==> src/hw/rtl/twsc_pkg.sv <==
// twsc_pkg: shared types, codes and constant tables of the tunable white scene controller.
// Used by every module under hw/rtl; depends on nothing.
package twsc_pkg;

	localparam int BREATH_STEPS_DEF = 190;
	localparam int BPOS_W           = 8;
	localparam int LUX_W            = 16;
	localparam int BRIGHT_W         = 7;
	localparam int DUTY_W           = 8;
	localparam int CFG_ADDR_W       = 3;
	localparam int CFG_DATA_W       = 16;
	localparam int RECIP_W          = 20;
	localparam int RECIP_SHIFT      = 19;
	localparam int RECIP_100        = 5243;   // ceil(2^19 / 100), exact for products up to 25500

	localparam logic [BRIGHT_W-1:0] BRIGHT_MAX = 7'd100;

	typedef enum logic [2:0] {
		FN_SCENE_TICK   = 3'd0,
		FN_CONTROL_TICK = 3'd1,
		FN_LIGHTING     = 3'd2,
		FN_STRESS       = 3'd3,
		FN_INTERVENTION = 3'd4
	} func_t;

	typedef enum logic [2:0] {
		SC_OFF       = 3'd0,
		SC_CIRCADIAN = 3'd1,
		SC_WORK      = 3'd2,
		SC_DESTRESS  = 3'd3,
		SC_BREATHING = 3'd4,
		SC_SUNSET    = 3'd5,
		SC_SUNRISE   = 3'd6
	} scene_t;

	localparam logic [CFG_ADDR_W-1:0] CFG_TARGET_DEFAULT = 3'd0;
	localparam logic [CFG_ADDR_W-1:0] CFG_TARGET_DESTRESS = 3'd1;
	localparam logic [CFG_ADDR_W-1:0] CFG_TARGET_SUNSET  = 3'd2;
	localparam logic [CFG_ADDR_W-1:0] CFG_LUX_BAND       = 3'd3;
	localparam logic [CFG_ADDR_W-1:0] CFG_BRIGHT_FLOOR   = 3'd4;
	localparam logic [CFG_ADDR_W-1:0] CFG_BRIGHT_STEP    = 3'd5;

	typedef struct packed {
		logic [LUX_W-1:0]    target_default;
		logic [LUX_W-1:0]    target_destress;
		logic [LUX_W-1:0]    target_sunset;
		logic [LUX_W-1:0]    band;
		logic [BRIGHT_W-1:0] floor_pct;
		logic [4:0]          step_pct;
	} cfg_t;

	typedef struct packed {
		logic [7:0]       intervention_code;
		logic [7:0]       stress_value;
		logic [7:0]       brightness_cmd;
		logic [7:0]       scene_code;
		logic [LUX_W-1:0] lux_sample;
		logic [4:0]       hour_of_day;
		logic             switch_level;
		logic [2:0]       func;
	} item_t;

	typedef struct packed {
		logic                en;
		logic [DUTY_W-1:0]   base_warm;
		logic [DUTY_W-1:0]   base_cool;
		logic [BRIGHT_W-1:0] bright;
	} drive_t;

	typedef struct packed {
		drive_t              drv;
		scene_t              scene;
		logic [BRIGHT_W-1:0] bright;
	} stage_t;

	function automatic logic [DUTY_W-1:0] base_warm(input scene_t s);
		logic [DUTY_W-1:0] r;
		case (s)
			SC_OFF:       r = 8'd0;
			SC_CIRCADIAN: r = 8'd128;
			SC_WORK:      r = 8'd32;
			SC_DESTRESS:  r = 8'd255;
			SC_BREATHING: r = 8'd180;
			SC_SUNSET:    r = 8'd200;
			SC_SUNRISE:   r = 8'd255;
			default:      r = 8'd0;
		endcase
		return r;
	endfunction

	function automatic logic [DUTY_W-1:0] base_cool(input scene_t s);
		logic [DUTY_W-1:0] r;
		case (s)
			SC_OFF:       r = 8'd0;
			SC_CIRCADIAN: r = 8'd255;
			SC_WORK:      r = 8'd255;
			SC_DESTRESS:  r = 8'd32;
			SC_BREATHING: r = 8'd60;
			SC_SUNSET:    r = 8'd16;
			SC_SUNRISE:   r = 8'd255;
			default:      r = 8'd0;
		endcase
		return r;
	endfunction

	// brightness scaled by 2^19/100, so duty = (base * recip) >> 19
	function automatic logic [RECIP_W-1:0] recip(input logic [BRIGHT_W-1:0] b);
		logic [BRIGHT_W-1:0] bc;
		bc = (b > BRIGHT_MAX) ? BRIGHT_MAX : b;
		return RECIP_W'(32'(bc) * RECIP_100);
	endfunction

endpackage

==> src/hw/rtl/twsc_cfg.sv <==
// twsc_cfg: configuration register file, written through the plain write port.
// Depends on twsc_pkg.
module twsc_cfg (
	input  logic                              clk,
	input  logic                              arst_n,
	input  logic                              cfg_we,
	input  logic [twsc_pkg::CFG_ADDR_W-1:0]   cfg_addr,
	input  logic [twsc_pkg::CFG_DATA_W-1:0]   cfg_wdata,
	output twsc_pkg::cfg_t                    cfg
);

	twsc_pkg::cfg_t cfg_q;

	always_ff @(posedge clk or negedge arst_n) begin
		if (!arst_n) begin
			cfg_q.target_default  <= 16'd500;
			cfg_q.target_destress <= 16'd150;
			cfg_q.target_sunset   <= 16'd100;
			cfg_q.band            <= 16'd100;
			cfg_q.floor_pct       <= 7'd20;
			cfg_q.step_pct        <= 5'd5;
		end else if (cfg_we) begin
			case (cfg_addr)
				twsc_pkg::CFG_TARGET_DEFAULT:  cfg_q.target_default  <= cfg_wdata;
				twsc_pkg::CFG_TARGET_DESTRESS: cfg_q.target_destress <= cfg_wdata;
				twsc_pkg::CFG_TARGET_SUNSET:   cfg_q.target_sunset   <= cfg_wdata;
				twsc_pkg::CFG_LUX_BAND:        cfg_q.band            <= cfg_wdata;
				twsc_pkg::CFG_BRIGHT_FLOOR:    cfg_q.floor_pct       <= cfg_wdata[6:0];
				twsc_pkg::CFG_BRIGHT_STEP:     cfg_q.step_pct        <= cfg_wdata[4:0];
				default: ;
			endcase
		end
	end

	assign cfg = cfg_q;

endmodule

==> src/hw/rtl/twsc_core.sv <==
// twsc_core: scene state registers, next-state logic for one event and the stage 1 register
// holding scene, brightness and the duty drive request. Depends on twsc_pkg.
module twsc_core #(
	parameter int BREATH_STEPS = twsc_pkg::BREATH_STEPS_DEF
) (
	input  logic             clk,
	input  logic             arst_n,
	input  logic             en,
	input  logic             in_accept,
	input  twsc_pkg::item_t  item,
	input  twsc_pkg::cfg_t   cfg,
	output twsc_pkg::stage_t st_s1,
	output logic             v_s1
);

	localparam logic [twsc_pkg::BPOS_W-1:0] BPOS_LAST = twsc_pkg::BPOS_W'(BREATH_STEPS - 1);

	twsc_pkg::scene_t                    scene_q, scene_n, msg_scene;
	logic [twsc_pkg::BRIGHT_W-1:0]       bright_q, bright_n;
	logic                                ovr_q, ovr_n;
	logic [2:0]                          cyc_q, cyc_n;
	logic [twsc_pkg::BPOS_W-1:0]         bpos_q, bpos_n;
	twsc_pkg::drive_t                    drv;
	logic [twsc_pkg::LUX_W-1:0]          target;
	logic [twsc_pkg::LUX_W:0]            hi, lux_plus_band;
	logic [7:0]                          nb;
	twsc_pkg::stage_t                    st_n;

	always_comb begin
		scene_n       = scene_q;
		bright_n      = bright_q;
		ovr_n         = ovr_q;
		cyc_n         = cyc_q;
		bpos_n        = bpos_q;
		drv.en        = 1'b0;
		drv.base_warm = '0;
		drv.base_cool = '0;
		drv.bright    = bright_q;
		nb            = '0;
		msg_scene     = (item.scene_code > 8'd6) ? twsc_pkg::SC_CIRCADIAN
		                                         : twsc_pkg::scene_t'(item.scene_code[2:0]);
		case (scene_q)
			twsc_pkg::SC_DESTRESS: target = cfg.target_destress;
			twsc_pkg::SC_SUNSET:   target = cfg.target_sunset;
			twsc_pkg::SC_OFF:      target = '0;
			default:               target = cfg.target_default;
		endcase
		hi            = {1'b0, target} + {1'b0, cfg.band};
		lux_plus_band = {1'b0, item.lux_sample} + {1'b0, cfg.band};

		case (twsc_pkg::func_t'(item.func))
			twsc_pkg::FN_SCENE_TICK: begin
				if (!item.switch_level && !ovr_q) begin
					ovr_n         = 1'b1;
					cyc_n         = {1'b0, cyc_q[1:0]} + 3'd1;
					scene_n       = twsc_pkg::scene_t'(cyc_n);
					drv.en        = 1'b1;
					drv.base_warm = twsc_pkg::base_warm(scene_n);
					drv.base_cool = twsc_pkg::base_cool(scene_n);
				end else if (item.switch_level) begin
					ovr_n = 1'b0;
				end
				if (scene_n == twsc_pkg::SC_CIRCADIAN && !ovr_n) begin
					drv.en = 1'b1;
					if (item.hour_of_day >= 5'd6 && item.hour_of_day < 5'd9) begin
						drv.base_warm = 8'd255;
						drv.base_cool = 8'd128;
					end else if (item.hour_of_day >= 5'd9 && item.hour_of_day < 5'd17) begin
						drv.base_warm = 8'd32;
						drv.base_cool = 8'd255;
					end else if (item.hour_of_day >= 5'd17 && item.hour_of_day < 5'd21) begin
						drv.base_warm = 8'd200;
						drv.base_cool = 8'd32;
					end else begin
						drv.base_warm = 8'd0;
						drv.base_cool = 8'd0;
					end
				end
				if (scene_n == twsc_pkg::SC_BREATHING) begin
					bpos_n = (bpos_q == BPOS_LAST) ? '0 : bpos_q + 1'b1;
					if (bpos_n < 8'd40)
						nb = 8'd20 + {bpos_n[6:0], 1'b0};
					else if (bpos_n < 8'd110)
						nb = 8'd100;
					else
						nb = 8'd210 - bpos_n;
					bright_n      = nb[6:0];
					drv.en        = 1'b1;
					drv.base_warm = 8'd180;
					drv.base_cool = 8'd60;
					drv.bright    = bright_n;
				end
			end
			twsc_pkg::FN_CONTROL_TICK: begin
				if ({1'b0, item.lux_sample} > hi) begin
					if (bright_q > cfg.floor_pct) begin
						nb = (bright_q > {2'b0, cfg.step_pct})
						   ? {1'b0, bright_q - {2'b0, cfg.step_pct}} : 8'd0;
						bright_n = (nb[6:0] < cfg.floor_pct) ? cfg.floor_pct : nb[6:0];
					end
				end else if (lux_plus_band < {1'b0, target}) begin
					if (bright_q < twsc_pkg::BRIGHT_MAX) begin
						nb       = {1'b0, bright_q} + {3'b0, cfg.step_pct};
						bright_n = (nb > 8'd100) ? twsc_pkg::BRIGHT_MAX : nb[6:0];
					end
				end
				if (scene_q != twsc_pkg::SC_OFF) begin
					drv.en        = 1'b1;
					drv.base_warm = twsc_pkg::base_warm(scene_q);
					drv.base_cool = twsc_pkg::base_cool(scene_q);
					drv.bright    = bright_n;
				end
			end
			twsc_pkg::FN_LIGHTING: begin
				scene_n       = msg_scene;
				drv.en        = 1'b1;
				drv.base_warm = twsc_pkg::base_warm(msg_scene);
				drv.base_cool = twsc_pkg::base_cool(msg_scene);
				bright_n      = (item.brightness_cmd > 8'd100) ? twsc_pkg::BRIGHT_MAX
				                                               : item.brightness_cmd[6:0];
			end
			twsc_pkg::FN_STRESS: begin
				if (item.stress_value >= 8'd70 && scene_q != twsc_pkg::SC_BREATHING) begin
					scene_n       = twsc_pkg::SC_DESTRESS;
					drv.en        = 1'b1;
					drv.base_warm = twsc_pkg::base_warm(twsc_pkg::SC_DESTRESS);
					drv.base_cool = twsc_pkg::base_cool(twsc_pkg::SC_DESTRESS);
				end
			end
			twsc_pkg::FN_INTERVENTION: begin
				if (item.intervention_code == 8'd2 || item.intervention_code == 8'd4) begin
					scene_n       = twsc_pkg::SC_BREATHING;
					drv.en        = 1'b1;
					drv.base_warm = twsc_pkg::base_warm(twsc_pkg::SC_BREATHING);
					drv.base_cool = twsc_pkg::base_cool(twsc_pkg::SC_BREATHING);
				end
			end
			default: ;
		endcase

		st_n.drv    = drv;
		st_n.scene  = scene_n;
		st_n.bright = bright_n;
	end

	always_ff @(posedge clk or negedge arst_n) begin
		if (!arst_n) begin
			scene_q  <= twsc_pkg::SC_CIRCADIAN;
			bright_q <= 7'd80;
			ovr_q    <= 1'b0;
			cyc_q    <= 3'd1;
			bpos_q   <= '0;
		end else if (in_accept) begin
			scene_q  <= scene_n;
			bright_q <= bright_n;
			ovr_q    <= ovr_n;
			cyc_q    <= cyc_n;
			bpos_q   <= bpos_n;
		end
	end

	always_ff @(posedge clk or negedge arst_n) begin
		if (!arst_n)
			v_s1 <= 1'b0;
		else if (en)
			v_s1 <= in_accept;
	end

	always_ff @(posedge clk) begin
		if (in_accept)
			st_s1 <= st_n;
	end

endmodule

==> src/hw/rtl/twsc_duty.sv <==
// twsc_duty: stage 2, scales the requested base duties by brightness / 100 and holds
// the warm and cool duty registers and the result payload. Depends on twsc_pkg.
module twsc_duty (
	input  logic                           clk,
	input  logic                           arst_n,
	input  logic                           en,
	input  logic                           v_s1,
	input  twsc_pkg::stage_t               st_s1,
	output logic                           v_s2,
	output logic [twsc_pkg::DUTY_W-1:0]    warm_q,
	output logic [twsc_pkg::DUTY_W-1:0]    cool_q,
	output twsc_pkg::scene_t               scene_s2,
	output logic [twsc_pkg::BRIGHT_W-1:0]  bright_s2
);

	localparam int PROD_W = twsc_pkg::DUTY_W + twsc_pkg::RECIP_W;

	logic [twsc_pkg::RECIP_W-1:0] rcp;
	logic [PROD_W-1:0]            prod_w, prod_c;

	assign rcp    = twsc_pkg::recip(st_s1.drv.bright);
	assign prod_w = PROD_W'(st_s1.drv.base_warm) * PROD_W'(rcp);
	assign prod_c = PROD_W'(st_s1.drv.base_cool) * PROD_W'(rcp);

	always_ff @(posedge clk or negedge arst_n) begin
		if (!arst_n) begin
			v_s2   <= 1'b0;
			warm_q <= 8'd102;
			cool_q <= 8'd204;
		end else if (en) begin
			v_s2 <= v_s1;
			if (v_s1 && st_s1.drv.en) begin
				warm_q <= prod_w[twsc_pkg::RECIP_SHIFT +: twsc_pkg::DUTY_W];
				cool_q <= prod_c[twsc_pkg::RECIP_SHIFT +: twsc_pkg::DUTY_W];
			end
		end
	end

	always_ff @(posedge clk) begin
		if (en && v_s1) begin
			scene_s2  <= st_s1.scene;
			bright_s2 <= st_s1.bright;
		end
	end

endmodule

==> src/hw/rtl/tunable_white_scene_controller_top.sv <==
// tunable_white_scene_controller_top: warm/cool LED scene controller, stream in, stream out.
// Depends on twsc_pkg, twsc_cfg, twsc_core and twsc_duty.
//
// Usage:
//   Each input transaction on the s_ side is one event (tuser = event code) and produces
//   exactly one result transaction on the m_ side carrying the warm and cool PWM duties,
//   the active scene and the brightness after the event.
//   Configuration is written through cfg_we / cfg_addr / cfg_wdata, one register per
//   cycle, while no transaction is in flight.
//   A result is valid on the m_ side once it has passed stage 1 and stage 2. Stage 1 updates
//   the scene state and registers the duty request; stage 2 holds one 8x20 multiply per
//   channel that scales the base duty by brightness / 100.
//   Throughput: one transaction per cycle when not stalled; state chains event to event.
//   Stall: when m_tready is low with a result waiting, both stages hold and s_tready
//   drops in the same cycle; nothing is lost or repeated.
//   Reset (arst_n low): scene circadian, brightness 80, duties 102/204, breathing
//   position 0, configuration at its defaults, both stages empty.
module tunable_white_scene_controller_top #(
	parameter int BREATH_STEPS = twsc_pkg::BREATH_STEPS_DEF
) (
	input  logic                             clk,
	input  logic                             arst_n,
	input  logic                             s_tvalid,
	output logic                             s_tready,
	// switch_level[0], hour_of_day[5:1], lux_sample[21:6], scene_code[29:22],
	// brightness_cmd[37:30], stress_value[45:38], intervention_code[53:46]
	input  logic [55:0]                      s_tdata,
	// func[2:0]
	input  logic [2:0]                       s_tuser,
	output logic                             m_tvalid,
	input  logic                             m_tready,
	// warm_duty[7:0], cool_duty[15:8], active_scene[18:16], brightness_now[25:19]
	output logic [31:0]                      m_tdata,
	input  logic                             cfg_we,
	input  logic [twsc_pkg::CFG_ADDR_W-1:0]  cfg_addr,
	input  logic [twsc_pkg::CFG_DATA_W-1:0]  cfg_wdata
);

	logic                              en, in_accept, v_s1, v_s2;
	twsc_pkg::item_t                   item;
	twsc_pkg::cfg_t                    cfg;
	twsc_pkg::stage_t                  st_s1;
	logic [twsc_pkg::DUTY_W-1:0]       warm_q, cool_q;
	twsc_pkg::scene_t                  scene_s2;
	logic [twsc_pkg::BRIGHT_W-1:0]     bright_s2;

	assign en        = !v_s2 || m_tready;
	assign s_tready  = en;
	assign in_accept = s_tvalid && en;

	assign item.func              = s_tuser;
	assign item.switch_level      = s_tdata[0];
	assign item.hour_of_day       = s_tdata[5:1];
	assign item.lux_sample        = s_tdata[21:6];
	assign item.scene_code        = s_tdata[29:22];
	assign item.brightness_cmd    = s_tdata[37:30];
	assign item.stress_value      = s_tdata[45:38];
	assign item.intervention_code = s_tdata[53:46];

	twsc_cfg u_cfg (
		.clk       (clk),
		.arst_n    (arst_n),
		.cfg_we    (cfg_we),
		.cfg_addr  (cfg_addr),
		.cfg_wdata (cfg_wdata),
		.cfg       (cfg)
	);

	twsc_core #(
		.BREATH_STEPS (BREATH_STEPS)
	) u_core (
		.clk       (clk),
		.arst_n    (arst_n),
		.en        (en),
		.in_accept (in_accept),
		.item      (item),
		.cfg       (cfg),
		.st_s1     (st_s1),
		.v_s1      (v_s1)
	);

	twsc_duty u_duty (
		.clk       (clk),
		.arst_n    (arst_n),
		.en        (en),
		.v_s1      (v_s1),
		.st_s1     (st_s1),
		.v_s2      (v_s2),
		.warm_q    (warm_q),
		.cool_q    (cool_q),
		.scene_s2  (scene_s2),
		.bright_s2 (bright_s2)
	);

	assign m_tvalid = v_s2;
	assign m_tdata  = {6'b0, bright_s2, scene_s2, cool_q, warm_q};

	a_bright_range: assert property (@(posedge clk) disable iff (!arst_n)
		m_tvalid |-> (m_tdata[25:19] <= 7'd100))
		else $error("brightness above 100");

	a_scene_range: assert property (@(posedge clk) disable iff (!arst_n)
		m_tvalid |-> (m_tdata[18:16] != 3'd7))
		else $error("active scene out of range");

	a_stall_only: assert property (@(posedge clk) disable iff (!arst_n)
		!s_tready |-> (m_tvalid && !m_tready))
		else $error("input stalled without output backpressure");

	a_accept_s1: assert property (@(posedge clk) disable iff (!arst_n)
		(s_tvalid && s_tready) |=> v_s1)
		else $error("accepted transaction missing from stage 1");

endmodule
==> config.mk <==
export PLATFORM = sky130hd
export DESIGN_NAME = tunable_white_scene_controller_top
export DESIGN_NICKNAME = d
export VERILOG_FILES = /design/src/hw/rtl/twsc_pkg.sv /design/src/hw/rtl/twsc_cfg.sv /design/src/hw/rtl/twsc_core.sv /design/src/hw/rtl/twsc_duty.sv /design/src/hw/rtl/tunable_white_scene_controller_top.sv
export SDC_FILE = /design/constraint.sdc
export NUM_CORES = 1
export LEC_CHECK = 0
export ABC_CLOCK_PERIOD_IN_PS = 11700
export BUFFER_PORTS_ARGS = -buffer_cell sky130_fd_sc_hd__buf_2
export CAP_MARGIN = 40
export CELL_PAD_IN_SITES_DETAIL_PLACEMENT = 1
export CELL_PAD_IN_SITES_GLOBAL_PLACEMENT = 1
export CORE_MARGIN = 10
export CORE_UTILIZATION = 30
export CTS_BUF_LIST = sky130_fd_sc_hd__clkbuf_4 sky130_fd_sc_hd__clkbuf_8
export DETAILED_ROUTE_END_ITERATION = 6
export PLACE_DENSITY = 0.55
export SKIP_LAST_GASP = 1
export SLEW_MARGIN = 20
export SYNTH_ARGS = -nofsm -noshare
export SYNTH_HDL_FRONTEND = slang
export SYNTH_SLANG_ARGS = --single-unit
==> constraint.sdc <==
create_clock -name clk -period 11.7 [get_ports clk]
set_input_delay 0.585 -clock clk [delete_from_list [all_inputs] [get_ports clk]]
set_output_delay 0.585 -clock clk [all_outputs]
set_load 0.01 [all_outputs]
==> reports/metrics.cfg <==
[outcome]
outcome = finished, final reports clean

[finish]
final_net_count = 2929
mostFrequentLayoutCell = inv_1
layout_common_cells = 352 x inv_1, 241 x ha_1, 226 x fa_1
filler_cell_count = 8258
flow.area_growth_from_synthesis_pct = 10.1
post_route_cells_drive_above_1_share_pct = 13.0

[critical_path]
critPathMostFrequentCell = fa_1
criticalPathCategory = reg2reg
crit_required_ns = 12.13
crit-reg2reg-launch = u_core.st_s1[16]
worst_setup_path_end_kind = register
worst-path-max-fanout = 11
cp.buffers_inverters = 4
crit-reg2reg-capture = u_duty.warm_q[7]
timing.critical_path.slowest_stage_cell = edfxtp_1
cpLargestDelayFamily = adder cells
timing.reg2reg.worst_path_depth = 34
worst-r2r-setup-slack_ns = 1.79
setup.worst_path.start_class = register
cp.arrival_ns = 10.34
critical-path-max-stage-delay_ns = 0.54

[logic_synthesis]
postSynth.asyncResetShare_pct = 75.2
ys_ff_latch = 153
seq_area_frac_synth_pct = 19.2
netlist_area_um2 = 21100
ys_warn_count = 0
synth_enable_flop_cells = 38
synth.distinct_cells = 94
synthCells = 2298
syn_avg_cell_area_um2 = 9.19
synth-main-ff-cell = dfrtp_1

[sta]
rsz0062_at_grt = no
fin_setup_tns_ns = 0
slew_headroom_pct = 35.9
fmaxAchievable_mhz = 101
setup_violations_final = 0
min_period_ns = 9.91
worst_pin_slew_ns = 0.955
final_max_slew_viol_count = 0
clock-skew-final_ns = 0.0166
report.final.hold_viol_count = 0
period_share_pct = 84.7

[clocking]
post_cts_buffers = 0
cts-htree-levels = 4
cts.sink_count = 153
post_cts_resize_count = 0
clock_insertion_delay_worst_skew_ns = 0.55
clock_tree.root_cell = clkbuf_8
max-clock-path-buffers = 2
cts_hold_repair.buffers = 0
path_clk_slew_ns = 0.10
cts_tree = built
cts_buffers = 17

[floorplanning]
placementRows = 97
die_height_um = 285
core-area_um2 = 69900
dieArea_um2 = 81400
start_util_pct = 30.2
floorplan.io_pins = 117
die_w_um = 285

[global_routing]
track_usage_pct = 15.7
grt_overflow = 0
antenna_found_initial = 1
wire_length_of_the_first_global_routing_pass_mm = 103
grt_pass1_vias = 18800
grt_max_degree = 55

[route]
wl_mm = 62.3
vias_per_cell = 4.97
post-route-drc-count = 0
dr.pass1.iters = 5
first_iter_violations = 640
vias = 16600
wl_per_cell_um = 18.7
ant_nets = 0

[place]
gp_congestion = 0.812
portBuffers = 107
hpwlAfterDp_mm = 52.2

[run]
max_cap_viol_count = 0

[min_path]
min-delay-path-class = in2async

[metrics by stage]
step	cell area [um2]	instances	setup WS (ns)	hold WS (ns)	util, %
after detailed placement	22800	3297	1.68	0.406	32.6
final	23300	3333	1.79	0.0327	33.3
after CTS	23200	3329	1.66	0.00277	33.2
after global placement	22700	3288	1.52	0.412	32.5
after global routing	23300	3333	1.12	0.0461	33.3
after floorplan	21100	2303	2.59	0.289	-
[per-layer routing]
metal | up-vias | GRT usage, % | routed length (um)
met5 | - | 0 | 0
met4 | 0 | 3.58 | 827
met3 | 38 | 1.63 | 879
met2 | 123 | 28.2 | 31600
met1 | 8480 | 20.0 | 28900
li1 | 7917 | - | -
[registers in the layout, summed over array words and instances (netlist names), 3 cells and up]
register / flops
u_cfg.cfg: 76
u_core.bpos_q: 8
u_core.bright_q: 7
u_core.scene_q: 3
u_core.st_s1: 28
u_duty.bright_s2: 7
u_duty.cool_q: 8
u_duty.scene_s2: 3
u_duty.warm_q: 8
[area by class of cell]
cell class	count	area (um2)	share of cell area, %
Multi-Input combinational cell	1711	15400	66.3
Sequential cell	153	4060	17.4
Inverter	353	1330	5.70
Tap cell	940	1180	5.06
Timing Repair Buffer	143	867	3.73
Clock buffer	18	241	1.04
Clock inverter	14	158	0.678
Antenna cell	1	2.50	0.0108
[synth_stat cells (10+ instances only)]
master      n  area, um2
a31oi_1    18        113
nor2_1     80        300
fa_1      226       4520
dfrtp_1    83       2080
xor2_1     41        359
inv_1     352       1320
nor2b_1    28        175
o22ai_1    40        250
xnor2_1    52        455
nand2b_1   26        163
o21a_1     12       90.1
a211oi_1   16        120
o21ai_1    22        110
nor3_1     26        130
mux2_2     78        878
clkbuf_1   69        259
ha_1      241       3020
o21ai_0    75        375
nand4_1    16        100
a21oi_1   114        571
and3_1     16        100
dfstp_2    32        841
and2_1     87        544
nand2_1   222        833
edfxtp_1   38       1140
mux2i_1    10        100
nand3_1    42        210
a21o_1     40        300
[cell families after synthesis]
family	share of synthesized area [%]
buffers and inverters	7.96
adders and majority gates	35.7
AOI/OAI and AO/OA	14.4
DFF	19.2
muxes	4.74
xor gates and xnor gates	3.93
other	0.0178
and+or+nand+nor	14.0
[worst register-to-register path: cells and delay by family (launching register included)]
family                     cells  cell delay, ns
AOI/OAI and AO/OA             11            2.72
xor gates and xnor gates       3            0.70
adders and majority gates     10            4.38
buffers and inverters          4            0.34
DFF                            1            0.54
muxes                          1            0.15
and+or+nand+nor                5            0.96
[worst max path at each step]
stage                           from               end  slack, ns  cells past startpoint
floorplan           u_core.st_s1[14]  u_duty.warm_q[7]       2.59                     34
global placement    u_core.st_s1[15]  u_duty.warm_q[7]       1.52                     32
detailed placement  u_core.st_s1[16]  u_duty.warm_q[7]       1.68                     36
CTS                 u_core.st_s1[15]  u_duty.warm_q[7]       1.66                     36
global route        u_core.st_s1[15]  u_duty.warm_q[7]       1.12                     35
finish              u_core.st_s1[16]  u_duty.warm_q[7]       1.79                     34
Power is not shown: default switching activity piles up to over one toggle a cycle in this logic, so the estimate is an artifact.
